### src/rtl/core/rwac_pkg.sv
// Shared types, codes and constants for the range-wrapping arithmetic counter.
package rwac_pkg;

    localparam int VALUE_WIDTH_DEF = 16;
    localparam int FIELD_W         = 16;
    localparam int OPERAND_W       = 16;
    localparam int SPAN_W          = 16;
    localparam int MODE_W          = 3;
    localparam int ERR_W           = 2;
    localparam int CFG_INDEX_W     = 1;

    localparam logic signed [FIELD_W-1:0] RANGE_LOW_RESET  = 16'sd0;
    localparam logic signed [FIELD_W-1:0] RANGE_HIGH_RESET = 16'sd16;

    localparam logic [CFG_INDEX_W-1:0] REG_RANGE_LOW  = 1'd0;
    localparam logic [CFG_INDEX_W-1:0] REG_RANGE_HIGH = 1'd1;

    localparam logic [ERR_W-1:0] ERR_OK       = 2'd0;
    localparam logic [ERR_W-1:0] ERR_DIV_ZERO = 2'd1;
    localparam logic [ERR_W-1:0] ERR_EMPTY    = 2'd2;

    typedef enum logic [MODE_W-1:0] {
        MODE_ASSIGN = 3'd0,
        MODE_INC    = 3'd1,
        MODE_DEC    = 3'd2,
        MODE_ADD    = 3'd3,
        MODE_SUB    = 3'd4,
        MODE_MUL    = 3'd5,
        MODE_DIV    = 3'd6
    } mode_t;

    typedef enum logic [3:0] {
        ST_IDLE,
        ST_PREP,
        ST_QUOT_WAIT,
        ST_RAW,
        ST_DIFF,
        ST_REM_START,
        ST_REM_WAIT,
        ST_FIX,
        ST_DONE
    } state_t;

    typedef struct packed {
        logic load;
        logic keep;
        logic start_quot;
        logic latch_raw;
        logic latch_diff;
        logic start_rem;
        logic latch_fix;
        logic commit;
    } cmd_t;

    typedef struct packed {
        logic keep;
        logic is_div;
        logic div_done;
        logic out_free;
    } status_t;

endpackage

### src/rtl/core/rwac_div.sv
// Iterative restoring divider: one quotient bit per cycle, unsigned operands.
module rwac_div #(
    parameter int DIVIDEND_W = rwac_pkg::VALUE_WIDTH_DEF + 17
) (
    input  logic                          clk,
    input  logic                          rst_n,
    input  logic                          start,
    input  logic [DIVIDEND_W-1:0]         dividend,
    input  logic [rwac_pkg::SPAN_W-1:0]   divisor,
    output logic                          done,
    output logic [DIVIDEND_W-1:0]         quotient,
    output logic [rwac_pkg::SPAN_W-1:0]   remainder
);

    localparam int CNT_W = $clog2(DIVIDEND_W + 1);

    logic                          busy_reg;
    logic                          done_reg;
    logic [CNT_W-1:0]              cnt_reg;
    logic [DIVIDEND_W-1:0]         quo_reg;
    logic [rwac_pkg::SPAN_W-1:0]   rem_reg;
    logic [rwac_pkg::SPAN_W-1:0]   div_reg;

    logic [rwac_pkg::SPAN_W:0]     trial;
    logic                          fits;
    logic [rwac_pkg::SPAN_W:0]     trial_sub;

    assign trial     = {rem_reg, quo_reg[DIVIDEND_W-1]};
    assign fits      = trial >= {1'b0, div_reg};
    assign trial_sub = trial - {1'b0, div_reg};

    always_ff @(posedge clk or negedge rst_n)
    begin
        if (!rst_n)
        begin
            busy_reg <= 1'b0;
            done_reg <= 1'b0;
            cnt_reg  <= '0;
        end
        else
        begin
            done_reg <= 1'b0;
            if (start)
            begin
                busy_reg <= 1'b1;
                cnt_reg  <= CNT_W'(DIVIDEND_W);
            end
            else if (busy_reg)
            begin
                cnt_reg <= cnt_reg - CNT_W'(1);
                if (cnt_reg == CNT_W'(1))
                begin
                    busy_reg <= 1'b0;
                    done_reg <= 1'b1;
                end
            end
        end
    end

    // The dividend shifts out at the top while quotient bits shift in below.
    always_ff @(posedge clk)
    begin
        if (start)
        begin
            quo_reg <= dividend;
            rem_reg <= '0;
            div_reg <= divisor;
        end
        else if (busy_reg)
        begin
            quo_reg <= {quo_reg[DIVIDEND_W-2:0], fits};
            rem_reg <= fits ? trial_sub[rwac_pkg::SPAN_W-1:0] : trial[rwac_pkg::SPAN_W-1:0];
        end
    end

    assign done      = done_reg;
    assign quotient  = quo_reg;
    assign remainder = rem_reg;

endmodule

### src/rtl/core/rwac_dpath.sv
// Datapath: range registers, stored value, operation unit, range folding and result register.
module rwac_dpath #(
    parameter int VALUE_WIDTH = rwac_pkg::VALUE_WIDTH_DEF
) (
    input  logic                                 clk,
    input  logic                                 rst_n,
    input  logic                                 cfg_valid,
    input  logic [rwac_pkg::CFG_INDEX_W-1:0]     cfg_index,
    input  logic [rwac_pkg::FIELD_W-1:0]         cfg_data,
    input  logic [rwac_pkg::MODE_W-1:0]          in_mode,
    input  logic signed [rwac_pkg::OPERAND_W-1:0] in_operand,
    input  logic                                 out_ready,
    input  rwac_pkg::cmd_t                       cmd,
    output rwac_pkg::status_t                    status,
    output logic                                 out_valid,
    output logic [rwac_pkg::FIELD_W-1:0]         out_new_value,
    output logic [rwac_pkg::FIELD_W-1:0]         out_old_value,
    output logic [rwac_pkg::ERR_W-1:0]           out_error
);

    // Wide enough for a product plus the lower bound, with a sign bit to spare.
    localparam int RAW_W = VALUE_WIDTH + 17;

    logic signed [rwac_pkg::FIELD_W-1:0]   lo_reg;
    logic signed [rwac_pkg::FIELD_W-1:0]   hi_reg;
    logic signed [VALUE_WIDTH-1:0]         cur_reg;
    logic                                  out_valid_reg;

    logic [rwac_pkg::MODE_W-1:0]           mode_reg;
    logic signed [rwac_pkg::OPERAND_W-1:0] opnd_reg;
    logic signed [VALUE_WIDTH-1:0]         old_reg;
    logic [rwac_pkg::ERR_W-1:0]            err_reg;
    logic                                  keep_reg;
    logic signed [RAW_W-1:0]               raw_reg;
    logic signed [RAW_W-1:0]               d_reg;
    logic signed [VALUE_WIDTH-1:0]         new_reg;
    logic [rwac_pkg::FIELD_W-1:0]          res_new_reg;
    logic [rwac_pkg::FIELD_W-1:0]          res_old_reg;
    logic [rwac_pkg::ERR_W-1:0]            res_err_reg;

    logic signed [rwac_pkg::SPAN_W:0]      span_s;
    logic                                  in_empty;
    logic                                  in_div;
    logic                                  in_divz;
    logic                                  in_known;
    logic [rwac_pkg::ERR_W-1:0]            in_err;

    logic signed [RAW_W-1:0]               old_w;
    logic signed [RAW_W-1:0]               opnd_w;
    logic signed [RAW_W-1:0]               old_mag;
    logic signed [rwac_pkg::SPAN_W:0]      opnd_mag;
    logic signed [RAW_W-1:0]               d_mag;
    logic                                  div_start;
    logic [RAW_W-1:0]                      div_dividend;
    logic [rwac_pkg::SPAN_W-1:0]           div_divisor;
    logic                                  div_done;
    logic [RAW_W-1:0]                      div_quot;
    logic [rwac_pkg::SPAN_W-1:0]           div_rem;

    logic signed [RAW_W-1:0]               quot_s;
    logic signed [VALUE_WIDTH+15:0]        prod;
    logic signed [RAW_W-1:0]               raw_next;
    logic signed [rwac_pkg::SPAN_W:0]      rem_s;
    logic signed [rwac_pkg::SPAN_W:0]      fold_r;
    logic signed [rwac_pkg::SPAN_W:0]      fold_sum;
    logic signed [RAW_W-1:0]               fold_w;
    logic signed [31:0]                    new_ext;
    logic signed [31:0]                    old_ext;
    logic                                  out_free;

    assign span_s   = 17'(hi_reg) - 17'(lo_reg);
    assign in_empty = hi_reg <= lo_reg;
    assign in_div   = in_mode == rwac_pkg::MODE_DIV;
    assign in_divz  = in_div && (in_operand == '0);
    assign in_known = in_mode <= rwac_pkg::MODE_DIV;
    assign in_err   = in_empty ? rwac_pkg::ERR_EMPTY :
                      in_divz  ? rwac_pkg::ERR_DIV_ZERO : rwac_pkg::ERR_OK;

    assign old_w    = RAW_W'(old_reg);
    assign opnd_w   = RAW_W'(opnd_reg);
    assign old_mag  = old_w[RAW_W-1] ? -old_w : old_w;
    assign opnd_mag = opnd_reg[rwac_pkg::OPERAND_W-1] ? -17'(opnd_reg) : 17'(opnd_reg);
    assign d_mag    = d_reg[RAW_W-1] ? -d_reg : d_reg;

    // The divider is shared between the quotient of a divide and the fold remainder.
    assign div_start    = cmd.start_quot | cmd.start_rem;
    assign div_dividend = cmd.start_rem ? d_mag : old_mag;
    assign div_divisor  = cmd.start_rem ? span_s[rwac_pkg::SPAN_W-1:0]
                                        : opnd_mag[rwac_pkg::SPAN_W-1:0];

    rwac_div #(
        .DIVIDEND_W (RAW_W)
    ) u_div (
        .clk       (clk),
        .rst_n     (rst_n),
        .start     (div_start),
        .dividend  (div_dividend),
        .divisor   (div_divisor),
        .done      (div_done),
        .quotient  (div_quot),
        .remainder (div_rem)
    );

    assign quot_s = (old_reg[VALUE_WIDTH-1] ^ opnd_reg[rwac_pkg::OPERAND_W-1])
                    ? -$signed(div_quot) : $signed(div_quot);
    assign prod   = old_reg * opnd_reg;

    always_comb
    begin
        case (mode_reg)
            rwac_pkg::MODE_ASSIGN: raw_next = opnd_w;
            rwac_pkg::MODE_INC:    raw_next = old_w + RAW_W'(1);
            rwac_pkg::MODE_DEC:    raw_next = old_w - RAW_W'(1);
            rwac_pkg::MODE_ADD:    raw_next = old_w + opnd_w;
            rwac_pkg::MODE_SUB:    raw_next = old_w - opnd_w;
            rwac_pkg::MODE_MUL:    raw_next = RAW_W'(prod);
            rwac_pkg::MODE_DIV:    raw_next = quot_s;
            default:               raw_next = old_w;
        endcase
    end

    // Floored remainder: a nonzero remainder of a negative offset counts down from the span.
    assign rem_s    = {1'b0, div_rem};
    assign fold_r   = (d_reg[RAW_W-1] && (div_rem != '0)) ? span_s - rem_s : rem_s;
    assign fold_sum = 17'(lo_reg) + fold_r;
    assign fold_w   = RAW_W'(fold_sum);

    assign new_ext  = 32'(new_reg);
    assign old_ext  = 32'(old_reg);
    assign out_free = !out_valid_reg || out_ready;

    always_ff @(posedge clk or negedge rst_n)
    begin
        if (!rst_n)
        begin
            lo_reg        <= rwac_pkg::RANGE_LOW_RESET;
            hi_reg        <= rwac_pkg::RANGE_HIGH_RESET;
            cur_reg       <= '0;
            out_valid_reg <= 1'b0;
        end
        else
        begin
            if (cfg_valid && (cfg_index == rwac_pkg::REG_RANGE_LOW))
            begin
                lo_reg <= cfg_data;
            end
            if (cfg_valid && (cfg_index == rwac_pkg::REG_RANGE_HIGH))
            begin
                hi_reg <= cfg_data;
            end
            if (cmd.commit)
            begin
                cur_reg       <= new_reg;
                out_valid_reg <= 1'b1;
            end
            else if (out_ready)
            begin
                out_valid_reg <= 1'b0;
            end
        end
    end

    always_ff @(posedge clk)
    begin
        if (cmd.load)
        begin
            mode_reg <= in_mode;
            opnd_reg <= in_operand;
            old_reg  <= cur_reg;
            err_reg  <= in_err;
            keep_reg <= in_empty || in_divz || !in_known;
        end
        if (cmd.latch_raw)
        begin
            raw_reg <= raw_next;
        end
        if (cmd.latch_diff)
        begin
            d_reg <= raw_reg - RAW_W'(lo_reg);
        end
        if (cmd.keep)
        begin
            new_reg <= old_reg;
        end
        else if (cmd.latch_fix)
        begin
            new_reg <= fold_w[VALUE_WIDTH-1:0];
        end
        if (cmd.commit)
        begin
            res_new_reg <= new_ext[rwac_pkg::FIELD_W-1:0];
            res_old_reg <= old_ext[rwac_pkg::FIELD_W-1:0];
            res_err_reg <= err_reg;
        end
    end

    assign status.keep     = keep_reg;
    assign status.is_div   = mode_reg == rwac_pkg::MODE_DIV;
    assign status.div_done = div_done;
    assign status.out_free = out_free;

    assign out_valid     = out_valid_reg;
    assign out_new_value = res_new_reg;
    assign out_old_value = res_old_reg;
    assign out_error     = res_err_reg;

endmodule

### src/rtl/core/rwac_ctrl.sv
// Controller: sequences one transaction through operation, division and folding.
module rwac_ctrl (
    input  logic                clk,
    input  logic                rst_n,
    input  logic                in_valid,
    output logic                in_ready,
    input  rwac_pkg::status_t   status,
    output rwac_pkg::cmd_t      cmd
);

    rwac_pkg::state_t state_reg;
    rwac_pkg::state_t state_next;

    always_ff @(posedge clk or negedge rst_n)
    begin
        if (!rst_n)
        begin
            state_reg <= rwac_pkg::ST_IDLE;
        end
        else
        begin
            state_reg <= state_next;
        end
    end

    always_comb
    begin
        state_next = state_reg;
        cmd        = '0;
        in_ready   = 1'b0;
        case (state_reg)
            rwac_pkg::ST_IDLE:
            begin
                in_ready = 1'b1;
                if (in_valid)
                begin
                    cmd.load   = 1'b1;
                    state_next = rwac_pkg::ST_PREP;
                end
            end
            rwac_pkg::ST_PREP:
            begin
                if (status.keep)
                begin
                    cmd.keep   = 1'b1;
                    state_next = rwac_pkg::ST_DONE;
                end
                else if (status.is_div)
                begin
                    cmd.start_quot = 1'b1;
                    state_next     = rwac_pkg::ST_QUOT_WAIT;
                end
                else
                begin
                    state_next = rwac_pkg::ST_RAW;
                end
            end
            rwac_pkg::ST_QUOT_WAIT:
            begin
                if (status.div_done)
                begin
                    state_next = rwac_pkg::ST_RAW;
                end
            end
            rwac_pkg::ST_RAW:
            begin
                cmd.latch_raw = 1'b1;
                state_next    = rwac_pkg::ST_DIFF;
            end
            rwac_pkg::ST_DIFF:
            begin
                cmd.latch_diff = 1'b1;
                state_next     = rwac_pkg::ST_REM_START;
            end
            rwac_pkg::ST_REM_START:
            begin
                cmd.start_rem = 1'b1;
                state_next    = rwac_pkg::ST_REM_WAIT;
            end
            rwac_pkg::ST_REM_WAIT:
            begin
                if (status.div_done)
                begin
                    state_next = rwac_pkg::ST_FIX;
                end
            end
            rwac_pkg::ST_FIX:
            begin
                cmd.latch_fix = 1'b1;
                state_next    = rwac_pkg::ST_DONE;
            end
            rwac_pkg::ST_DONE:
            begin
                // Hold here until the result register can take the new result.
                if (status.out_free)
                begin
                    cmd.commit = 1'b1;
                    state_next = rwac_pkg::ST_IDLE;
                end
            end
            default:
            begin
                state_next = rwac_pkg::ST_IDLE;
            end
        endcase
    end

endmodule

### src/rtl/core/range_wrapping_arithmetic_counter_unit.sv
// Top level of the range-wrapping arithmetic counter.
//
// Usage: a counter value kept inside [range_low, range_high), set through the cfg
// channel (index 0 is range_low, index 1 is range_high, written only while idle, a
// rule on the user that the block does not enforce). Each input transaction on s_*
// carries an operation in s_tuser and an operand in s_tdata; it returns one output
// transaction on m_* with the new value, the old value and an error code. An empty
// range, a divide by zero or an unused mode keeps the value. One transaction is
// processed at a time. The shared divider runs VALUE_WIDTH+17 iterations per pass:
// the fold remainder needs one pass, a divide needs two. The next input is accepted
// in the cycle after the result is written, also while m_tready is low; a finished
// result waits in the controller when the output register is still full. Reset
// clears the value to 0, the range to [0, 16) and drops any result.
module range_wrapping_arithmetic_counter_unit #(
    parameter int VALUE_WIDTH = rwac_pkg::VALUE_WIDTH_DEF
) (
    input  logic                                clk,
    input  logic                                rst_n,
    input  logic                                s_tvalid,
    output logic                                s_tready,
    input  logic [15:0]                         s_tdata,   // [15:0] operand
    input  logic [2:0]                          s_tuser,   // [2:0] mode
    output logic                                m_tvalid,
    input  logic                                m_tready,
    output logic [31:0]                         m_tdata,   // [15:0] new_value, [31:16] old_value
    output logic [1:0]                          m_tuser,   // [1:0] error
    input  logic                                cfg_valid,
    output logic                                cfg_ready,
    input  logic [rwac_pkg::CFG_INDEX_W-1:0]    cfg_index,
    input  logic [15:0]                         cfg_data
);

    rwac_pkg::cmd_t                 cmd;
    rwac_pkg::status_t              status;
    logic [rwac_pkg::FIELD_W-1:0]   new_value;
    logic [rwac_pkg::FIELD_W-1:0]   old_value;
    logic [rwac_pkg::ERR_W-1:0]     error;

    assign cfg_ready = 1'b1;

    rwac_ctrl u_ctrl (
        .clk      (clk),
        .rst_n    (rst_n),
        .in_valid (s_tvalid),
        .in_ready (s_tready),
        .status   (status),
        .cmd      (cmd)
    );

    rwac_dpath #(
        .VALUE_WIDTH (VALUE_WIDTH)
    ) u_dpath (
        .clk           (clk),
        .rst_n         (rst_n),
        .cfg_valid     (cfg_valid),
        .cfg_index     (cfg_index),
        .cfg_data      (cfg_data),
        .in_mode       (s_tuser),
        .in_operand    (s_tdata),
        .out_ready     (m_tready),
        .cmd           (cmd),
        .status        (status),
        .out_valid     (m_tvalid),
        .out_new_value (new_value),
        .out_old_value (old_value),
        .out_error     (error)
    );

    assign m_tdata = {old_value, new_value};
    assign m_tuser = error;

    // Only one transaction is in flight at a time.
    assert property (@(posedge clk) disable iff (!rst_n)
        s_tvalid && s_tready |=> !s_tready)
        else $error("input accepted while a transaction is in progress");

    // A result with an error reports the same new and old value.
    assert property (@(posedge clk) disable iff (!rst_n)
        m_tvalid && (m_tuser != rwac_pkg::ERR_OK) |-> m_tdata[15:0] == m_tdata[31:16])
        else $error("error result changed the value");

    // Only the defined error codes appear.
    assert property (@(posedge clk) disable iff (!rst_n)
        m_tvalid |-> m_tuser == rwac_pkg::ERR_OK || m_tuser == rwac_pkg::ERR_DIV_ZERO
                     || m_tuser == rwac_pkg::ERR_EMPTY)
        else $error("undefined error code");

    // A result is only committed from the controller when the output register is free.
    assert property (@(posedge clk) disable iff (!rst_n)
        cmd.commit |-> !m_tvalid || m_tready)
        else $error("result register overwritten");

endmodule

### config.mk
export PLATFORM = sky130hd
export DESIGN_NAME = range_wrapping_arithmetic_counter_unit
export DESIGN_NICKNAME = d
export VERILOG_FILES = /design/src/rtl/core/rwac_pkg.sv /design/src/rtl/core/rwac_div.sv /design/src/rtl/core/rwac_dpath.sv /design/src/rtl/core/rwac_ctrl.sv /design/src/rtl/core/range_wrapping_arithmetic_counter_unit.sv
export SDC_FILE = /design/constraint.sdc
export NUM_CORES = 2
export LEC_CHECK = 0
export CORE_MARGIN = 2
export CORE_UTILIZATION = 40
export CTS_CLUSTER_SIZE = 24
export DETAILED_ROUTE_END_ITERATION = 16
export DONT_BUFFER_PORTS = 1
export GPL_ROUTABILITY_DRIVEN = 0
export HOLD_SLACK_MARGIN = 0.08
export PLACE_DENSITY = 0.55
export SYNTH_ARGS = -nofsm -noshare
export SYNTH_HDL_FRONTEND = slang
export SYNTH_HIERARCHICAL = 1
export SYNTH_SLANG_ARGS = --single-unit
### constraint.sdc
create_clock -name clk -period 21.2 [get_ports clk]
set_clock_uncertainty 0.15 [all_clocks]
set_input_delay 2.12 -clock clk [delete_from_list [all_inputs] [get_ports clk]]
set_output_delay 2.12 -clock clk [all_outputs]
set_load 0.05 [all_outputs]
After elaboration in Yosys (flattened, before gate mapping)
Index checks and enable logic that the tools add are counted.
- reduce and logical (&&, ||, !) cells: 17
- add/sub/neg operators: 14
- $mul: 1
- bitwise gates (word level): 3
- muxes and demuxes: 44
- magnitude comparators: 3
- equality and inequality tests: 20
- operator list (operator ; count):
    33-bit one-hot mux with 7 select lines ; 1
    33-bit 2-to-1 mux ; 6
    16-bit 2-to-1 mux ; 6
    33-bit negator ; 2
    16-bit subtractor ; 3
    4-bit one-hot mux with 9 select lines ; 1
    16-bit negator with 33-bit output ; 1
    33-bit by 16-bit subtractor with 33-bit output ; 1
    16-bit by 16-bit multiplier with 32-bit output ; 1
    1-bit 2-to-1 mux ; 22
    4-bit 2-to-1 mux ; 5
    16-bit by 16-bit adder with 17-bit output ; 1
    16-bit by 2-bit adder with 17-bit output, second input constant ; 1
    17-bit by 16-bit >= comparator with 1-bit output ; 1
    16-bit by 16-bit subtractor with 17-bit output ; 1
    16-bit by 2-bit subtractor with 17-bit output, second input constant ; 1
    16-bit adder ; 1
    4-bit by 3-bit == test with 1-bit output, second input constant ; 4
    16-bit <= comparator ; 1
    16-bit zero test ; 1
    16-bit negator ; 1
    16-bit nonzero test ; 1
    3-bit == test, second input constant ; 4
    6-bit 2-to-1 mux ; 2
    21 further kinds ; 33
- output and inout bits: 37
- register bits: 280
- word-level logic and storage cells: 124

Longest topological paths before layout
- word-level depth: 6
- depth in mapped cells: 27
- depth with buffers taken out: 26

By module
The synthesis kept the hierarchy.
- modules (own cells, without submodules) (module ; area each (um2) ; cells each ; seq. area each (um2) ; instances):
    rwac_dpath ; 25507.0 ; 2817 ; 5851.9 ; 1
    rwac_div ; 3856.2 ; 337 ; 1991.9 ; 1
    rwac_ctrl ; 320.3 ; 37 ; 100.1 ; 1
    range_wrapping_arithmetic_counter_unit ; 11.3 ; 2 ; 0.0 ; 1

Worst setup path after synthesis
Ideal clock, no wire load.
- path kind: register -> register
- start point: reg u_dpath.old_reg[15]
- end point: reg u_dpath.raw_reg[31] (data pin)
- slack: 13957 ps
- required time: 20781 ps
- path buffers: 4
- stages on the path, launching flop included: 26
- arrival: 6824 ps
- library setup time: 269 ps
- cells stage by stage: edfxtp_1 > clkbuf_1 > clkbuf_1 > buf_1 > nand2_1 > inv_1 > fa_1 > fa_1 > fa_1 > fa_1 > fa_1 > inv_1 > fa_1 > inv_1 > ha_1 > clkbuf_1 > a21o_1 > a21o_1 > a21o_1 > a2111oi_0 > nor2_1 > a221oi_1 > nand3_1 > and3_1 > nor3_1 > o21ai_0
- cells in the longest elaborated chain, start to end: 3
- elaborated cells between the ends (all ways): 8
- ends and longest elaborated chain (element ; RTL line ; text):
    from (decl) ; rwac_dpath.sv:31 ; logic signed [VALUE_WIDTH-1:0] old_reg;
    from (signal assigned) ; rwac_dpath.sv:169 ; old_reg <= cur_reg;
    parallel branches: the longest is 2 deep, another holds 16-bit by 16-bit multiplier with 32-bit output ; - ;
    33-bit one-hot mux with 7 select lines (*) ; rwac_dpath.sv:110 ; case (mode_reg)
    via u_dpath.raw_next[31] ; rwac_dpath.sv:62 ; logic signed [RAW_W-1:0] raw_next;
    to (signal assigned) ; rwac_dpath.sv:175 ; raw_reg <= raw_next;
    to (decl) ; rwac_dpath.sv:34 ; logic signed [RAW_W-1:0] raw_reg;
Mark *: on every way through the listed nets, which the timed path passes.
A chain may end at the register's enable or synchronous reset.

Worst setup path after layout
- start point: reg u_dpath/opnd_reg[15] (netlist bit)
- end point: reg u_dpath.raw_reg[31] (data pin)
- cells in the longest elaborated chain, start to end: 3
- elaborated cells between the ends (all ways): 6
- ends and longest elaborated chain (element ; RTL line ; text):
    from (decl) ; rwac_dpath.sv:30 ; logic signed [rwac_pkg::OPERAND_W-1:0] opnd_reg;
    from (signal assigned) ; rwac_dpath.sv:168 ; opnd_reg <= in_operand;
    parallel branches: the longest is 2 deep, another holds 16-bit by 16-bit multiplier with 32-bit output ; - ;
    33-bit one-hot mux with 7 select lines (*) ; rwac_dpath.sv:110 ;
    via u_dpath.raw_next[31] ; rwac_dpath.sv:62 ;
Marks and branches as above.

==> impl_metrics.py <==
metrics = {
    "timing": {
        "report.final.slew_viol_count": 0,
        "finalCriticalPeriod_ns": 8.26,
        "fmaxAchievable_ghz": 0.121,
        "setup_viol_count_final": 0,
        "tns_ns": 0,
        "maxSlewHeadroom": 0.241,
        "hold_slack_ns": 0.287,
        "worstMarginPinSlew_ns": 1.14,
        "rsz0062_at_grt": "false",
        "post-route-period-util": 0.390,
        "hold_viol_final": 0,
    },
    "global_routing": {
        "grt_overflow": 0,
        "grt_pass1_vias": 23300,
        "grt_antenna_before_repair": 5,
        "grt_max_degree": 80,
        "grtUsageTotal": 0.235,
        "grt_pass1_wl_mm": 140,
    },
    "route": {
        "highest_layer": "met4",
        "wl_mm": 91.3,
        "ant_nets": 0,
        "vias": 23500,
        "drt_iter0_markers": 2096,
        "via_per_inst": 5.71,
        "met3WireLength_mm": 7.19,
        "first_pass_iters": 6,
        "wl_met1_mm": 39.9,
        "wl_met2_mm": 41.2,
        "wire_per_inst_um": 22.2,
        "drc": 0,
    },
    "outcome": {
        "status": "finished clean",
    },
    "run": {
        "cap_violations": 0,
    },
    "setup_path": {
        "critPathCaptureType": "flop",
        "worst-endpoint-arrival_ns": 8.41,
        "cp_max_fo": 19,
        "worstPathRequired_ns": 21.35,
        "slowest_delay_ns": 0.97,
        "critPathKind": "flop to flop",
        "r2r_setup_slack_ns": 12.94,
        "cp-start-kind": "flop",
        "crit_buf_inv": 3,
        "crit_path_top_delay_cell": "clkinv_1",
        "cp_cell_sequence": "clkinv_1, nor2_1, fa_1, fa_1, fa_1, fa_1, fa_1, inv_1, fa_1, inv_1, ha_1, a21o_1, a21o_1, a21o_1, a2111oi_0, nor2_1, a221oi_1, nand3_1, and3_1, nor3_1, o21ai_0",
        "critical_path.most_common_cell": "fa_1",
        "cp_top_family": "adder cells",
    },
    "placed_design": {
        "buffer_ports.inserted": 0,
        "dp_hpwl_mm": 70.2,
        "dp_cells": 4046,
    },
    "clocking": {
        "clk_pin_slew_ns": 0.06,
        "cts_root_buf": "clkbuf_16",
        "ctsResizeCount": 0,
        "cts-buffers-inserted": 35,
        "holdBufCountCts": 0,
        "cts_sinks": 280,
        "h-tree-depth": 2,
        "cts_tree": "yes",
        "clockBufferDepth": 3,
        "cts_setup_buffers": 0,
        "insertion_delay_ns": 0.58,
    },
    "floorplanning": {
        "num_io_pins": 78,
        "rows": 99,
        "die-area_um2": 76400,
        "fp.dieH_um": 276,
        "initial_utilization": 0.406,
        "die_w_um": 276,
        "fp.coreArea_um2": 73200,
    },
    "layout": {
        "drive_above_1_share": 0.0676,
        "area_delta_synth_final_pct": 7.15,
        "mostFrequentLayoutCell": "inv_1",
        "final_cells": 4113,
        "fin_nets": 3650,
        "final_cell_mix": "inv_1, nand2_1, fa_1, nor2_1, ha_1",
    },
    "synth": {
        "postSynthNetCount": 3719,
        "ys.flop_type": "edfxtp_1",
        "avgSynthCellArea_um2": 9.30,
        "synth_cells": 3193,
        "syn_area_um2": 29700,
        "synth_area_leader_cell": "edfxtp_1",
        "ys_ff_latch": 280,
        "yosysSeqAreaShare": 0.268,
        "synth_edf_count": 203,
        "synth_warnings": 6,
        "synth.top_cell.area_share": 0.205,
        "synth.top_cells.by_area": "edfxtp_1, fa_1, ha_1, inv_1, dfrtp_1",
        "synth_cell_types": 96,
        "async_flop_share": 0.218,
    },
    "hold_path": {
        "min_path_type": "flop to flop",
    },
}
==> kinds of logic after synthesis <==
kind of cell	share of synthesized area
buf+inv	0.0724
other cells	0.000126
flops	0.268
xor+xnor	0.0596
compound gates	0.143
mux	0.0307
fa+ha+maj	0.272
simple gates	0.154
==> worst register-to-register path, cell delays in order, from the launching register on <==
cell and delay [ns]:
edfxtp_1 0.88, clkinv_1 0.99, nor2_1 0.36, fa_1 0.46, fa_1 0.52, fa_1 0.43, fa_1 0.47, fa_1 0.50
inv_1 0.05, fa_1 0.47, inv_1 0.04, ha_1 0.37, a21o_1 0.22, a21o_1 0.18, a21o_1 0.19, a2111oi_0 0.40
nor2_1 0.15, a221oi_1 0.39, nand3_1 0.16, and3_1 0.17, nor3_1 0.30, o21ai_0 0.14
==> layer usage <==
metal  vias up  GRT usage
met5         -          0
met4         0     0.0775
met3       177     0.0353
met2       924      0.375
met1     11700      0.328
li1      10700          -
==> path summary, 6_finish.rpt <==
kind | startpoint | end | cells after the start
max | u_dpath/opnd_reg[15] | u_dpath/raw_reg[31] | 21
min in group asynchronous | rst_n | u_dpath/cur_reg[1] | 0
min reg2reg | u_dpath/err_reg[0] | u_dpath/out_error[0] | 0
max in group asynchronous | rst_n | u_dpath/hi_reg[4] | 0
min | u_dpath/err_reg[0] | u_dpath/out_error[0] | 0
max reg2reg | u_dpath/opnd_reg[15] | u_dpath/raw_reg[31] | 21
==> through the flow <==
step / instance area [µm²] / setup slack (ns) / utilization
2_1_floorplan: 29700 / 13.96 / -
3_3_place_gp: 30600 / 13.30 / 0.418
3_5_place_dp: 30600 / 13.16 / 0.418
6_report: 31800 / 12.94 / 0.435
5_1_grt: 31800 / 12.54 / 0.435
4_1_cts: 31800 / 13.11 / 0.435
==> Yosys cell counts (all sizes together), types with 11 or more instances <==
cell type / instances
dfxtp: 16
o21a: 26
nor2: 220
o31a: 11
o31ai: 26
nand4: 14
and2: 126
a221oi: 11
mux2: 73
nand2: 312
nor4: 24
a21o: 45
dfrtp: 60
fa: 269
a22oi: 12
a31oi: 27
nor3: 49
inv: 409
o211ai: 13
nand3: 40
o21ai: 198
a21oi: 116
o221ai: 19
o21bai: 17
a211oi: 15
or2: 15
edfxtp: 203
or4: 13
a311oi: 12
buf: 30
nand2b: 43
and3: 17
o41ai: 13
clkbuf: 117
or3: 24
xor2: 69
nor2b: 23
xnor2: 133
ha: 216
==> layout make-up <==
type	instances	area (µm²)
Antenna cell	3	7.51
Clock buffer	46	967
Clock inverter	18	225
Fill cell	7109	41400
Inverter	412	1550
Multi-Input combinational cell	2354	19600
Sequential cell	280	7940
Tap cell	959	1200
Timing Repair Buffer	41	308
Power is not shown: default switching activity piles up to over one toggle a cycle in this logic, so the estimate is an artifact.
